File: src/qxwm_pkg.sv
// ----------------------------------------------------------------------------
// qxwm_pkg: shared types and constants for the quad X wrench mixer
// Field widths, register indexes, reset values, pipeline enables and the
// signed 32-bit saturation used by the torque and output stages.
// ----------------------------------------------------------------------------
`default_nettype none

package qxwm_pkg;

  localparam int NUM_MOTORS = 4;

  localparam int CMD_W   = 16;
  localparam int QUAT_W  = 16;
  localparam int VEL_W   = 24;
  localparam int CFG_W   = 24;
  localparam int OUT_W   = 32;
  localparam int IDX_W   = 8;

  // Per-motor thrust and reaction torque, Q.16, never above the register value.
  localparam int MOTOR_W = 24;
  // Total thrust of four motors.
  localparam int TOTAL_W = 26;
  // Roll, pitch and yaw sums, signed.
  localparam int MIX_W   = 27;
  // Rotation matrix entry, signed Q.24.
  localparam int MAT_W   = 30;
  // Drag term, signed Q.16.
  localparam int DRAG_W  = 41;

  localparam int unsigned CMD_ONE       = 16384;
  localparam int unsigned SQRT_HALF_Q16 = 46341;

  localparam logic [IDX_W-1:0] REG_MAX_THRUST    = 8'd0;
  localparam logic [IDX_W-1:0] REG_MAX_REACT     = 8'd1;
  localparam logic [IDX_W-1:0] REG_ARM_LENGTH    = 8'd2;
  localparam logic [IDX_W-1:0] REG_DRAG_COEFF    = 8'd3;

  localparam logic [CFG_W-1:0] RST_MAX_THRUST    = 24'd273905;
  localparam logic [CFG_W-1:0] RST_MAX_REACT     = 24'd3641;
  localparam logic [CFG_W-1:0] RST_ARM_LENGTH    = 24'd14909;
  localparam logic [CFG_W-1:0] RST_DRAG_COEFF    = 24'd78643;

  typedef logic signed [MAT_W-1:0] mat_elem_t;
  typedef logic signed [OUT_W-1:0] word_t;

  // Load enables of the five pipeline stages.
  typedef struct packed {
    logic s1;
    logic s2;
    logic s3;
    logic s4;
    logic s5;
  } pipe_en_t;

  function automatic word_t sat32(input logic signed [63:0] v);
    word_t res;
    if (v > 64'sd2147483647) begin
      res = 32'sh7FFFFFFF;
    end else if (v < -64'sd2147483648) begin
      res = 32'sh80000000;
    end else begin
      res = v[31:0];
    end
    return res;
  endfunction

endpackage

`default_nettype wire

File: src/qxwm_mix.sv
// ----------------------------------------------------------------------------
// qxwm_mix: X-style merge of the motor lanes
// Stage two sums the lanes into total thrust and roll, pitch and yaw; stage
// three scales roll and pitch by the arm factor and flips pitch and yaw to FLU.
// ----------------------------------------------------------------------------
`default_nettype none

module qxwm_mix (
  input  wire logic                                 clk,
  input  wire qxwm_pkg::pipe_en_t                   pipe_en,
  input  wire logic [qxwm_pkg::MOTOR_W-1:0]         thrust [qxwm_pkg::NUM_MOTORS],
  input  wire logic [qxwm_pkg::MOTOR_W-1:0]         react [qxwm_pkg::NUM_MOTORS],
  input  wire logic [qxwm_pkg::MOTOR_W-1:0]         arm_factor,
  output logic [qxwm_pkg::TOTAL_W-1:0]              total_r,
  output qxwm_pkg::word_t                           torque_r [3]
);

  logic signed [qxwm_pkg::MIX_W-1:0] t_s [qxwm_pkg::NUM_MOTORS];
  logic signed [qxwm_pkg::MIX_W-1:0] r_s [qxwm_pkg::NUM_MOTORS];

  logic [qxwm_pkg::TOTAL_W-1:0]      sum_total_r;
  logic signed [qxwm_pkg::MIX_W-1:0] roll_r;
  logic signed [qxwm_pkg::MIX_W-1:0] pitch_r;
  logic signed [qxwm_pkg::MIX_W-1:0] yaw_r;

  logic signed [24:0] arm_s;
  logic signed [51:0] roll_prod;
  logic signed [51:0] pitch_prod;
  logic signed [51:0] roll_q;
  logic signed [51:0] pitch_q;

  always_comb begin
    for (int i = 0; i < qxwm_pkg::NUM_MOTORS; i++) begin
      t_s[i] = $signed({3'b000, thrust[i]});
      r_s[i] = $signed({3'b000, react[i]});
    end
  end

  always_ff @(posedge clk) begin
    if (pipe_en.s2) begin
      sum_total_r <= qxwm_pkg::TOTAL_W'(thrust[0]) + qxwm_pkg::TOTAL_W'(thrust[1])
                   + qxwm_pkg::TOTAL_W'(thrust[2]) + qxwm_pkg::TOTAL_W'(thrust[3]);
      roll_r  <= -t_s[0] + t_s[1] + t_s[2] - t_s[3];
      pitch_r <= -t_s[0] + t_s[1] - t_s[2] + t_s[3];
      yaw_r   <= -r_s[0] - r_s[1] + r_s[2] + r_s[3];
    end
  end

  assign arm_s      = $signed({1'b0, arm_factor});
  assign roll_prod  = 52'(arm_s) * 52'(roll_r);
  assign pitch_prod = 52'(arm_s) * 52'(pitch_r);
  assign roll_q     = (roll_prod + 52'sd32768) >>> 16;
  assign pitch_q    = (pitch_prod + 52'sd32768) >>> 16;

  always_ff @(posedge clk) begin
    if (pipe_en.s3) begin
      total_r     <= sum_total_r;
      torque_r[0] <= qxwm_pkg::sat32(64'(roll_q));
      torque_r[1] <= qxwm_pkg::sat32(-64'(pitch_q));
      torque_r[2] <= qxwm_pkg::sat32(-64'(yaw_r));
    end
  end

endmodule

`default_nettype wire

File: config.mk
export PLATFORM = sky130hd
export DESIGN_NAME = qxwm_mix
export DESIGN_NICKNAME = d
export VERILOG_FILES = /design/src/qxwm_pkg.sv /design/src/qxwm_mix.sv
export SDC_FILE = /design/constraint.sdc
export NUM_CORES = 2
export LEC_CHECK = 0
export ABC_CLOCK_PERIOD_IN_PS = 11460
export BUFFER_PORTS_ARGS = -buffer_cell sky130_fd_sc_hd__buf_4
export CAP_MARGIN = 20
export CORE_AREA = 2 2 407 409
export CTS_CLUSTER_DIAMETER = 60
export DETAILED_ROUTE_END_ITERATION = 8
export DIE_AREA = 0 0 409 411
export HOLD_SLACK_MARGIN = 0.03
export MAX_ROUTING_LAYER = met4
export SKIP_CTS_REPAIR_TIMING = 1
export SLEW_MARGIN = 30
export SYNTH_ARGS = -nofsm -noshare
export SYNTH_HDL_FRONTEND = slang
export SYNTH_SLANG_ARGS = --single-unit
File: constraint.sdc
create_clock -name clk -period 11.46 [get_ports clk]
set_input_delay 3.438 -clock clk [delete_from_list [all_inputs] [get_ports clk]]
set_output_delay 3.438 -clock clk [all_outputs]
set_load 0.005 [all_outputs]
---- Word-level counts from Yosys, hierarchy flattened ----
Cells that the tools add are included.
Widths: inputs -> output; s select.
word-level totals
  register bits ........................... 229
  output and inout bits ................... 122
operators by class
  add/sub/neg operators ................... 17
  multipliers ............................. 2
  magnitude comparators ................... 6
  mux-type cells .......................... 3
operator list
  cell                    number
  $add 27x25->27          5
  $gt 64x32->1 const B    2
  $lt 64x32->1 const B    2
  $add 52x17->52 const B  2
  $mul 25x27->52          2
  $mux 32                 3
  $sub 27x25->27          3
  $neg 27->64             1
  $neg 36->64             1
  $neg 24->27             2
  $gt 36x32->1 const B    1
  $lt 36x32->1 const B    1
  $add 25x24->26          1
  $add 26x24->26          1
  $add 24x24->25          1

---- Depth between registers and ports, before layout ----
  depth in word-level cells ............... 5
  mapped depth ............................ 33
  gate-level depth less buffers ........... 30

---- Worst setup path after synthesis ----
Ideal clock, no wire load.
  path type ............................... input port to flip-flop
  start ................................... input arm_factor[5] in the netlist's numbering
  end ..................................... register torque_r[54] in the netlist's numbering (data pin)
  setup time .............................. 0.256 ns
  arrival time ............................ 11.976 ns
  setup slack ............................. -0.772 ns
  stages .................................. 29
  path buffers ............................ 3
  cells stage by stage .................... clkbuf_1 clkbuf_1 nand2_1 fa_1 inv_1 fa_1 inv_1 fa_1 inv_1 fa_1 fa_1 fa_1 inv_1 fa_1 inv_1 ha_1 and3_1 a221o_1 a21oi_1 nor2b_1 or4_1 a221oi_2 o211ai_1 nor3_2 nand2_1 a41o_1 a211oi_4 buf_6 o21ai_2
on the way
  longest elaborated chain between the ends .. 5
ends and longest elaborated chain
  what                RTL line        text
  from (decl)         qxwm_mix.sv:13  input wire logic [qxwm_pkg::MOTOR_W-1:0] arm_factor,
  $mul 25x27->52 (*)  qxwm_mix.sv:51  assign pitch_prod = 52'(arm_s) * 52'(pitch_r);
  $add 52x17->52 (*)  qxwm_mix.sv:53  assign pitch_q = (pitch_prod + 52'sd32768) >>> 16;
  $neg 36->64 (*)     qxwm_mix.sv:59  torque_r[1] <= qxwm_pkg::sat32(-64'(pitch_q));
  $lt 64x32->1        qxwm_pkg.sv:59  end else if (v < -64'sd2147483648) begin
  $mux 32             qxwm_pkg.sv:59
  to (decl)           qxwm_mix.sv:15  output qxwm_pkg::word_t torque_r [3]
Every way passes the cells marked *; elsewhere a longest branch is shown, timed or not.
A chain may end at the register's enable or synchronous reset.

---- Worst setup path in the final report ----
  start ................................... input arm_factor[3] in the netlist's numbering
  end ..................................... register torque_r[32] in the netlist's numbering (data pin)
The elaborated chain is that of the path after synthesis.

==> metrics.txt <==
buffers and inverters on the worst path 9; unrepaired setup endpoints after global routing yes; initial DRC count 2063; Setup crit end kind flop; Synth Area per Inst 9.73 um2; Post-synth EDFFs 229; Die W 409 um; CP max-delay cell or4_4; Cells after DPL 9340; Cells after Synth 6691; crit-path leading delay family adder cells; Slew HR 27.2%; initial core utilization 39.7%; Die Ht 411 um; Crit Path Max Fanout 16; Worst path most repeated cell fa_1; CTS tree done; CP Class input pin to flop; status completed; worst r2r src pitch_r[23]; main combinational cell family by area after synthesis adder cells; fraction of synthesized area in multiplexers 0.0961%; Worst-Skew Late Latency 630 ps; min Tclk post-route 11160 ps; largest net degree at the start of global routing 66; Setup Viol. Count Final 0; final worst path period share 97.4%; Clock Tree Root clkbuf_16; Final Wtd Congestion 0.924; Final Hold Fails 0; min-delay src sum_total_r[18]; CP startpoint kind input pin; f_max 0.0896 GHz; CP startpoint arm_factor[3]; NumNets Final 9407; number of max-cap violations 0; global route total overflow 0; Final Non-Filler Cells 9445; Req. time, crit path 11830 ps; core box area 164000 um2; Synthesized Nets 8885; share of layout cells above drive strength 1 13.4%; Worst Max-Slew Pin Slew 1080 ps; Min Hold Slack 417 ps; Seq/Total Area, Yosys 10.6%; adder-cell share of the synthesized area 55.2%; Post-Syn Area 65100 um2; die area 168000 um2; vias in the first global route 51300; H-tree depth 2; clk slew on worst S/H paths 50 ps; GR Util All Layers 21.4%; DRT Pass-1 Iters 5; Post-synth ARST share 0%; DRC Markers 0; post-synthesis simple-gate area fraction 14.2%; Syn. warnings 0; synth unique cells 88; port buffer count 340; TritonCTS Sinks 229; CTS buffer count 42; FF+latch count, synth 229; Post-DRT Antenna Nets 0; Top FF cell, synth edfxtp_1; CTS max path bufs 3; area grow syn2layout 14.3%; CP peak stage delay 610 ps; DR vias 46300; XOR/XNOR share of the synthesized area 2.95%; Rows 149; fillcell total 15600; Critical Path AT 11520 ps; I/O pins 344; DR WL/cell 17.8 um; Via-to-Cell Ratio 4.90; antenna violations before repair 12; Hold WC Path Type flop to flop; final WL 168000 um; Final Max Slew Viols 0; dpl hpwl 143000 um; Compound-Gate Fraction of Synth Area 6.05%; Worst Skew 23.0 ps; first-pass GRT wire length 275000 um
-- metrics by stage --
| step | instance area [um2] | utilization (%) | setup WS (ps) | setup TNS [ps] |
|---|---|---|---|---|
| floorplan | 65300 | - | 1.57 | 0 |
| global placement | 72500 | 44.2 | -469 | -26190 |
| detailed placement | 72500 | 44.3 | -555 | -30630 |
| CTS | 73900 | 45.1 | 102 | 0 |
| global route | 74400 | 45.4 | -7.56 | -11.9 |
| finish | 74400 | 45.4 | 302 | 0 |
-- Yosys cell counts, types with 18 or more instances --
library cell	instances	area (um2)
inv_1	1606	6030
fa_1	1497	30000
and2_1	730	4570
nand2_1	674	2530
ha_1	475	5940
clkbuf_1	277	1040
edfxtp_1	229	6880
xnor2_1	155	1360
a21oi_1	137	686
nor2_1	133	499
o21ai_0	111	556
a21o_1	78	586
xor2_1	64	561
nor3_1	59	295
nand3_1	38	190
o21ai_2	29	254
and3_1	24	150
a211oi_1	22	165
nand4_1	22	138
a31oi_1	20	125
nand2b_1	20	125
nor2b_1	20	125
or2_2	20	125
a21boi_0	18	135
-- per-layer routing --
metal / GRT usage, % / up-vias / share of wire, %
li1: - / 21100 / -
met1: 25.8 / 23900 / 40
met2: 36.4 / 1019 / 50
met3: 4.15 / 194 / 6.4
met4: 6.09 / 0 / 3.2
met5: - / - / 0
-- layout by cell type (no fill, tap or decap), types with 19 or more instances in the layout --
master	count
inv_1	1600
o21ai_0	108
buf_6	24
a21oi_1	130
nand2b_1	20
ha_1	471
clkbuf_16	44
and2_1	728
xor2_1	64
and3_1	23
nand3_1	36
fa_1	1494
nor3_1	57
edfxtp_1	229
o21ai_2	32
buf_4	723
nor2_1	132
xnor2_1	154
a31oi_1	19
or2_2	20
nand4_1	22
a21o_1	78
nand2_1	670
nor2b_1	20
-- flip-flops by register name (all words and copies together), names as in the netlist --
name / cells
pitch_r: 27
roll_r: 27
sum_total_r: 26
torque_r: 96
total_r: 26
yaw_r: 27
-- cell families (layout without fill, tap and decap cells) --
family,Yosys count,count (layout)
other cells,0,12
xor+xnor,219,219
buf+inv,1892,2445
fa+ha+maj,1972,1972
compound gates,574,574
mux,6,6
simple gates,1799,1799
flops,229,229
-- final timing paths --
path | end | slack [ps] | cells past startpoint
max | torque_r[32] | 300 | 30
min reg2reg | total_r[18] | 420 | 0
max reg2reg | torque_r[32] | 2300 | 29
min | total_r[18] | 420 | 0
-- worst register-to-register path: cells and delay by family (launching register included) --
kind | cells | cell delay [ps]
compound gates | 8 | 1490
simple gates | 5 | 1640
flops | 1 | 990
fa+ha+maj | 8 | 3900
buf+inv | 8 | 900
-- cell type report --
class / instances / area (um2) / share of cell area (%)
Inverter: 1606 / 6030 / 8.11
Multi-Input combinational cell: 4570 / 51300 / 69.0
Clock inverter: 28 / 320 / 0.430
Tap cell: 2189 / 2740 / 3.68
Antenna cell: 12 / 30.0 / 0.0404
Timing Repair Buffer: 764 / 6020 / 8.09
Clock buffer: 47 / 1070 / 1.44
Sequential cell: 229 / 6880 / 9.24
Power is left out: the tool's default activity adds up to more than one toggle a clock period on the data nets, which glitch-free logic cannot reach.
