==> config.mk <==
export PLATFORM = sky130hd
export DESIGN_NAME = qxwm_lane
export DESIGN_NICKNAME = d
export VERILOG_FILES = /design/src/qxwm_pkg.sv /design/src/qxwm_lane.sv
export SDC_FILE = /design/constraint.sdc
export NUM_CORES = 2
export LEC_CHECK = 0
export BUFFER_PORTS_ARGS = -buffer_cell sky130_fd_sc_hd__buf_2
export CAP_MARGIN = 20
export CORE_ASPECT_RATIO = 1.75
export CORE_MARGIN = 10
export CORE_UTILIZATION = 50
export CTS_CLUSTER_SIZE = 20
export DETAILED_ROUTE_END_ITERATION = 12
export GPL_TIMING_DRIVEN = 0
export PLACE_DENSITY = 0.67
export SLEW_MARGIN = 20
export SYNTH_ARGS = -nofsm -noshare
export SYNTH_HDL_FRONTEND = slang
export SYNTH_SLANG_ARGS = --single-unit
==> constraint.sdc <==
create_clock -name clk -period 24.2 [get_ports clk]
set_input_delay 4.84 -clock clk [delete_from_list [all_inputs] [get_ports clk]]
set_output_delay 4.84 -clock clk [all_outputs]
set_load 0.02 [all_outputs]
==> src/qxwm_pkg.sv <==
// ----------------------------------------------------------------------------
// qxwm_pkg: shared types and constants for the quad X wrench mixer
// Field widths, register indexes, reset values, pipeline enables and the
// signed 32-bit saturation used by the torque and output stages.
// ----------------------------------------------------------------------------
`default_nettype none

package qxwm_pkg;

  localparam int NUM_MOTORS = 4;

  localparam int CMD_W   = 16;
  localparam int QUAT_W  = 16;
  localparam int VEL_W   = 24;
  localparam int CFG_W   = 24;
  localparam int OUT_W   = 32;
  localparam int IDX_W   = 8;

  // Per-motor thrust and reaction torque, Q.16, never above the register value.
  localparam int MOTOR_W = 24;
  // Total thrust of four motors.
  localparam int TOTAL_W = 26;
  // Roll, pitch and yaw sums, signed.
  localparam int MIX_W   = 27;
  // Rotation matrix entry, signed Q.24.
  localparam int MAT_W   = 30;
  // Drag term, signed Q.16.
  localparam int DRAG_W  = 41;

  localparam int unsigned CMD_ONE       = 16384;
  localparam int unsigned SQRT_HALF_Q16 = 46341;

  localparam logic [IDX_W-1:0] REG_MAX_THRUST    = 8'd0;
  localparam logic [IDX_W-1:0] REG_MAX_REACT     = 8'd1;
  localparam logic [IDX_W-1:0] REG_ARM_LENGTH    = 8'd2;
  localparam logic [IDX_W-1:0] REG_DRAG_COEFF    = 8'd3;

  localparam logic [CFG_W-1:0] RST_MAX_THRUST    = 24'd273905;
  localparam logic [CFG_W-1:0] RST_MAX_REACT     = 24'd3641;
  localparam logic [CFG_W-1:0] RST_ARM_LENGTH    = 24'd14909;
  localparam logic [CFG_W-1:0] RST_DRAG_COEFF    = 24'd78643;

  typedef logic signed [MAT_W-1:0] mat_elem_t;
  typedef logic signed [OUT_W-1:0] word_t;

  // Load enables of the five pipeline stages.
  typedef struct packed {
    logic s1;
    logic s2;
    logic s3;
    logic s4;
    logic s5;
  } pipe_en_t;

  function automatic word_t sat32(input logic signed [63:0] v);
    word_t res;
    if (v > 64'sd2147483647) begin
      res = 32'sh7FFFFFFF;
    end else if (v < -64'sd2147483648) begin
      res = 32'sh80000000;
    end else begin
      res = v[31:0];
    end
    return res;
  endfunction

endpackage

`default_nettype wire

==> src/qxwm_lane.sv <==
// ----------------------------------------------------------------------------
// qxwm_lane: one motor lane
// Clamps the command to 0..1 (zero when the drive is disabled) and scales it
// to thrust and reaction torque with rounding. Registered at stage one.
// ----------------------------------------------------------------------------
`default_nettype none

module qxwm_lane (
  input  wire logic                                clk,
  input  wire qxwm_pkg::pipe_en_t                  pipe_en,
  input  wire logic signed [qxwm_pkg::CMD_W-1:0]   motor_cmd,
  input  wire logic                                drive_enable,
  input  wire logic [qxwm_pkg::CFG_W-1:0]          max_thrust,
  input  wire logic [qxwm_pkg::CFG_W-1:0]          max_reaction_torque,
  output logic [qxwm_pkg::MOTOR_W-1:0]             thrust_r,
  output logic [qxwm_pkg::MOTOR_W-1:0]             react_r
);

  logic [14:0] clamp_c;
  logic [37:0] thr_prod;
  logic [37:0] rea_prod;
  logic [37:0] thr_rnd;
  logic [37:0] rea_rnd;

  always_comb begin
    if (!drive_enable || motor_cmd[15]) begin
      clamp_c = '0;
    end else if (motor_cmd[14:0] > 15'(qxwm_pkg::CMD_ONE)) begin
      clamp_c = 15'(qxwm_pkg::CMD_ONE);
    end else begin
      clamp_c = motor_cmd[14:0];
    end
  end

  // The scaled value never exceeds the register value, so 24 bits hold it.
  assign thr_prod = 38'(max_thrust) * 38'(clamp_c);
  assign rea_prod = 38'(max_reaction_torque) * 38'(clamp_c);
  assign thr_rnd  = thr_prod + 38'd8192;
  assign rea_rnd  = rea_prod + 38'd8192;

  always_ff @(posedge clk) begin
    if (pipe_en.s1) begin
      thrust_r <= thr_rnd[37:14];
      react_r  <= rea_rnd[37:14];
    end
  end

endmodule

`default_nettype wire

# Word-level counts from Yosys, hierarchy flattened

Cells that the tools add are included.

Input bits: 71
Logic and storage cells: 11
Register bits: 48
Output and inout bits: 48

Mux-type cells: 2
Add/sub/neg operators: 2
Magnitude comparators: 1
$mul: 2
Reductions and logical operators: 2

Operator list:

| operator                 | number |
|---|---|
| $add A38 B14 Y38 const B | 2 |
| $mul A24 B15 Y38         | 2 |
| $mux W15                 | 2 |
| $gt A15 B15 Y1 const B   | 1 |
| $logic_not A1 Y1         | 1 |
| $logic_or A1 B1 Y1       | 1 |

# Depth between registers and ports, before layout

Depth in word-level cells: 5
Mapped depth: 27
Mapped depth without buffers: 24

# Worst setup path after synthesis

OpenSTA, ideal clock, no wires.

Path type: input -> register
Start: in motor_cmd[4] (netlist name)
End: reg react_r[21] (netlist name) (data pin)
Setup slack: 12595 ps
Cell stages on the path: 27
Setup time: 259 ps
Arrival: 11346 ps
Cells stage by stage: nor4_1 a41o_2 clkbuf_1 and2_1 clkbuf_1 clkbuf_1 nand2_1 fa_1 inv_1 fa_1 inv_1 fa_1 inv_1 fa_1 fa_1 inv_1 fa_1 inv_1 ha_1 and3_1 nand4_1 a211oi_2 o21ai_0 o21a_1 o21ai_1 a21oi_1 xnor2_1

Cells in the longest elaborated chain, start to end: 5

RTL lines:

| element               | RTL line        | source |
|---|---|---|
| start, declared       | qxwm_lane.sv:11 | `input wire logic signed [qxwm_pkg::CMD_W-1:0] motor_cmd,` |
| $gt A15 B15 Y1        | qxwm_lane.sv:28 | `end else if (motor_cmd[14:0] > 15'(qxwm_pkg::CMD_ONE)) begin` |
| $mux W15 (*)          | qxwm_lane.sv:28 |  |
| $mux W15 (*)          | qxwm_lane.sv:26 | `if (!drive_enable \|\| motor_cmd[15]) begin` |
| $mul A24 B15 Y38 (*)  | qxwm_lane.sv:37 | `assign rea_prod = 38'(max_reaction_torque) * 38'(clamp_c);` |
| $add A38 B14 Y38 (*)  | qxwm_lane.sv:39 | `assign rea_rnd = rea_prod + 38'd8192;` |
| named net rea_rnd[35] | qxwm_lane.sv:23 | `logic [37:0] rea_rnd;` |
| end signal, assigned  | qxwm_lane.sv:44 | `react_r <= rea_rnd[37:14];` |
| end, declared         | qxwm_lane.sv:16 | `output logic [qxwm_pkg::MOTOR_W-1:0] react_r` |

The timed path passes the listed nets; every way through them passes the cells marked *.
A chain may end at the register's enable or synchronous reset.

# Worst setup path in the final report

Start: in motor_cmd[13] (netlist name)
End: reg thrust_r[22] (netlist name) (data pin)

Cells in the longest elaborated chain, start to end: 5

RTL lines:

| element               | RTL line        | source |
|---|---|---|
| $gt A15 B15 Y1        | qxwm_lane.sv:28 |  |
| $mux W15 (*)          | qxwm_lane.sv:28 |  |
| $mux W15 (*)          | qxwm_lane.sv:26 |  |
| $mul A24 B15 Y38 (*)  | qxwm_lane.sv:36 | `assign thr_prod = 38'(max_thrust) * 38'(clamp_c);` |
| $add A38 B14 Y38 (*)  | qxwm_lane.sv:38 | `assign thr_rnd = thr_prod + 38'd8192;` |
| named net thr_rnd[36] | qxwm_lane.sv:22 | `logic [37:0] thr_rnd;` |
| end signal, assigned  | qxwm_lane.sv:43 | `thrust_r <= thr_rnd[37:14];` |
| end, declared         | qxwm_lane.sv:15 | `output logic [qxwm_pkg::MOTOR_W-1:0] thrust_r,` |

Marked as above.

==> flow_summary.yaml <==
outcome:
  status: "complete, no violations"
min_path:
  hold_depth: 1
  min_path_type: "input pin to flip-flop"
  min_from: "pipe_en[4]"
  worstHoldEndpoint: "react_r[21]"
route:
  wl_um: 78400
  drcViolationCount: 0
  first_pass_iters: 8
  vias_per_cell: 5.65
  drt.antenna.violating_nets: 0
  drt_iter0_markers: 1308
  wl_per_cell_um: 22.6
  via_count: 19600
placed_design:
  gp_congestion: 0.972
  numPortBuffers: 114
  place_area_um2: 25600
  detailed_place_hpwl_um: 66800
synth:
  syn_area_um2: 24200
  synth_flop_cell: "edfxtp_1"
  synth-warning-count: 0
  synth_mux_area_frac: 0
  synth_edf_count: 48
  async_reset_ff_frac: 0
  ys_types: 57
  synthSimpleGateAreaFrac: 0.167
  synth-seq-cells: 48
  syn_inst: 2692
  synthAdderAreaFrac: 0.587
  synth_compound_gate_area_share: 0.0465
  synth_nets: 3559
  synth_top_family_by_area: "adder cells"
  syn_area_per_cell_um2: 8.99
  synth_xor_area_frac: 0.0203
  synth_seq_area_share: 0.0595
floorplanning:
  die_w_um: 186
  die_area_um2: 58000
  start_util: 0.506
  fp-row-count: 106
  ioPinCount: 119
  die_h_um: 311
  core_area_um2: 47900
global_routing:
  grt_pass1_vias: 21700
  antenna_found_initial: 13
  grt_usage: 0.273
  overflow: 0
  grt_pass1_wl_um: 122000
  grt_max_degree: 49
setup_path:
  cp_data_required_time_ps: 24360
  startpoint_type: "input pin"
  path_max_fanout: 10
  critPathArrivalTime_ps: 13970
  critPathCaptureType: "flip-flop"
  critPathKind: "input pin to flip-flop"
power_and_ir_drop:
  max-vdd-ir-drop_v: 0.0000279
  p_leak_nw: 14.1
  p_per_area_nw_per_um2: 25.1
timing:
  tns_ps: 0
  period_share: 0.571
  tightest_slew_ps: 995
  relSlewSlack: 0.337
  setup_violations: 0
  finalCriticalPeriod_ps: 13810
  drv_slew: 0
  finalHoldViolCount: 0
  rsz0062_at_grt: "no"
  clock.fmax_mhz: 72.4
clocking:
  cts_resized: 0
  holdBufCountCts: 0
  clk_pin_slew_ps: 90
  cts_buffers: 5
  cts_setup_buffers: 0
  cts-root-buf: "clkbuf_16"
  cts.sinks: 48
  h-tree-depth: 2
  cts_max_path_buffers: 2
  tritoncts: "yes"
cells_and_area:
  nNetsFinal: 3680
  drive_gt1_frac: 0.0483
  post-route-cell-area_um2: 25800
  area_delta_synth_final_pct: 6.60
job:
  max_cap_violations: 0
[how the worst max path moves through the flow]
stage,endpoint,from,cells past startpoint
6_report,thrust_r[22],motor_cmd[13],26
5_1_grt,react_r[23],motor_cmd[13],28
4_1_cts,react_r[23],motor_cmd[13],28
3_5_place_dp,react_r[23],motor_cmd[13],28
3_3_place_gp,thrust_r[17],motor_cmd[13],26
2_1_floorplan,react_r[21],motor_cmd[4],27
[final cells by class]
class / count / area [µm²]
clock buffers: 5 / 125
repair buffers: 114 / 573
inverters: 618 / 2320
plain buffers: 152 / 572
well taps: 648 / 811
diodes: 8 / 20.0
fillers: 4463 / 22100
flip-flops and latches: 48 / 1440
multi-input cells: 1874 / 19900
clock inverters: 3 / 68.8
[state kept, by name, indices dropped and copies added (netlist names)]
signal    flops
react_r      24
thrust_r     24
[stage by stage]
stage               setup WS [ps]  instances   util  power (W)  hold WS [ps]
floorplan                   12590       2692      -   0.000403          4950
global placement            10200       3454  0.535   0.000534          5290
detailed placement          10180       3454  0.535   0.000542          5290
CTS                         10530       3462  0.539   0.000654          5120
global route                10120       3464  0.539   0.000702          5140
finish                      10390       3470  0.539   0.000648          5090
[layer usage]
| metal | up-vias | GRT usage | wire [µm] |
|---|---|---|---|
| li1 | 8405 | - | - |
| met1 | 9964 | 0.281 | 25900 |
| met2 | 912 | 0.483 | 40300 |
| met3 | 319 | 0.0546 | 5630 |
| met4 | 12 | 0.203 | 6520 |
| met5 | - | 0 | 76 |
[logic make-up after synthesis]
family                     count (synthesis)
AOI/OAI and AO/OA                        170
xor gates and xnor gates                  56
adders and majority gates                796
buffers and inverters                    770
DFF                                       48
and+or+nand+nor                          852
[power breakdown]
group	leakage, nW	switching [W]	internal (W)
Combinational	13.6	0.000271	0.000148
Sequential	0.464	0.00000415	0.000118
Clock	0.0945	0.0000469	0.0000601
[placed cells by master, fill, tap and decap left out, types with 4 or more instances in the layout]
| cell type | instances |
|---|---|
| clkbuf_16 | 5 |
| and3_1 | 230 |
| a21oi_1 | 57 |
| nand4b_1 | 4 |
| o21ai_1 | 7 |
| o21a_1 | 5 |
| nand4_1 | 12 |
| clkbuf_1 | 150 |
| o21ai_0 | 21 |
| and2_0 | 5 |
| nor2_1 | 21 |
| ha_1 | 228 |
| nor3_1 | 9 |
| nand2_1 | 499 |
| xnor2_1 | 36 |
| edfxtp_1 | 48 |
| a31oi_1 | 7 |
| inv_1 | 618 |
| nand3_1 | 7 |
| and2_1 | 39 |
| a21o_1 | 39 |
| diode_2 | 8 |
| fa_1 | 568 |
| nor4_1 | 5 |
| xor2_1 | 20 |
| buf_2 | 114 |
| nand2b_1 | 5 |
| nor2b_1 | 5 |
[critical path, stage by stage]
cell and delay [ps]:
buf_2 200, nor4b_2 530, a41o_2 420, clkbuf_1 350, and2_1 180, clkbuf_1 660
clkbuf_1 640, nand2_1 180, fa_1 550, inv_1 50, fa_1 480, fa_1 570
fa_1 420, fa_1 490, inv_1 60, fa_1 490, inv_1 50, ha_1 340
a21oi_1 660, o21ai_0 300, a21oi_1 180, nand2_1 60, a21oi_1 340, o21ai_1 260
or4_1 530, o311ai_1 110
[cell usage after synthesis, drive strengths merged (7+ instances only)]
cell    number  area, µm²
fa         568      11400
clkbuf     150        563
xor2        20        175
nand4       12       75.1
xnor2       36        315
ha         228       2850
inv        618       2320
nand3        7       35.0
a21oi       57        285
a31oi        7       43.8
nor3         9       45.0
nor2        21       78.8
a21o        39        293
and3       230       1440
edfxtp      48       1440
o21ai       29        156
and2        44        275
nand2      499       1870
Note: power is estimated with default switching activity, not from simulation.
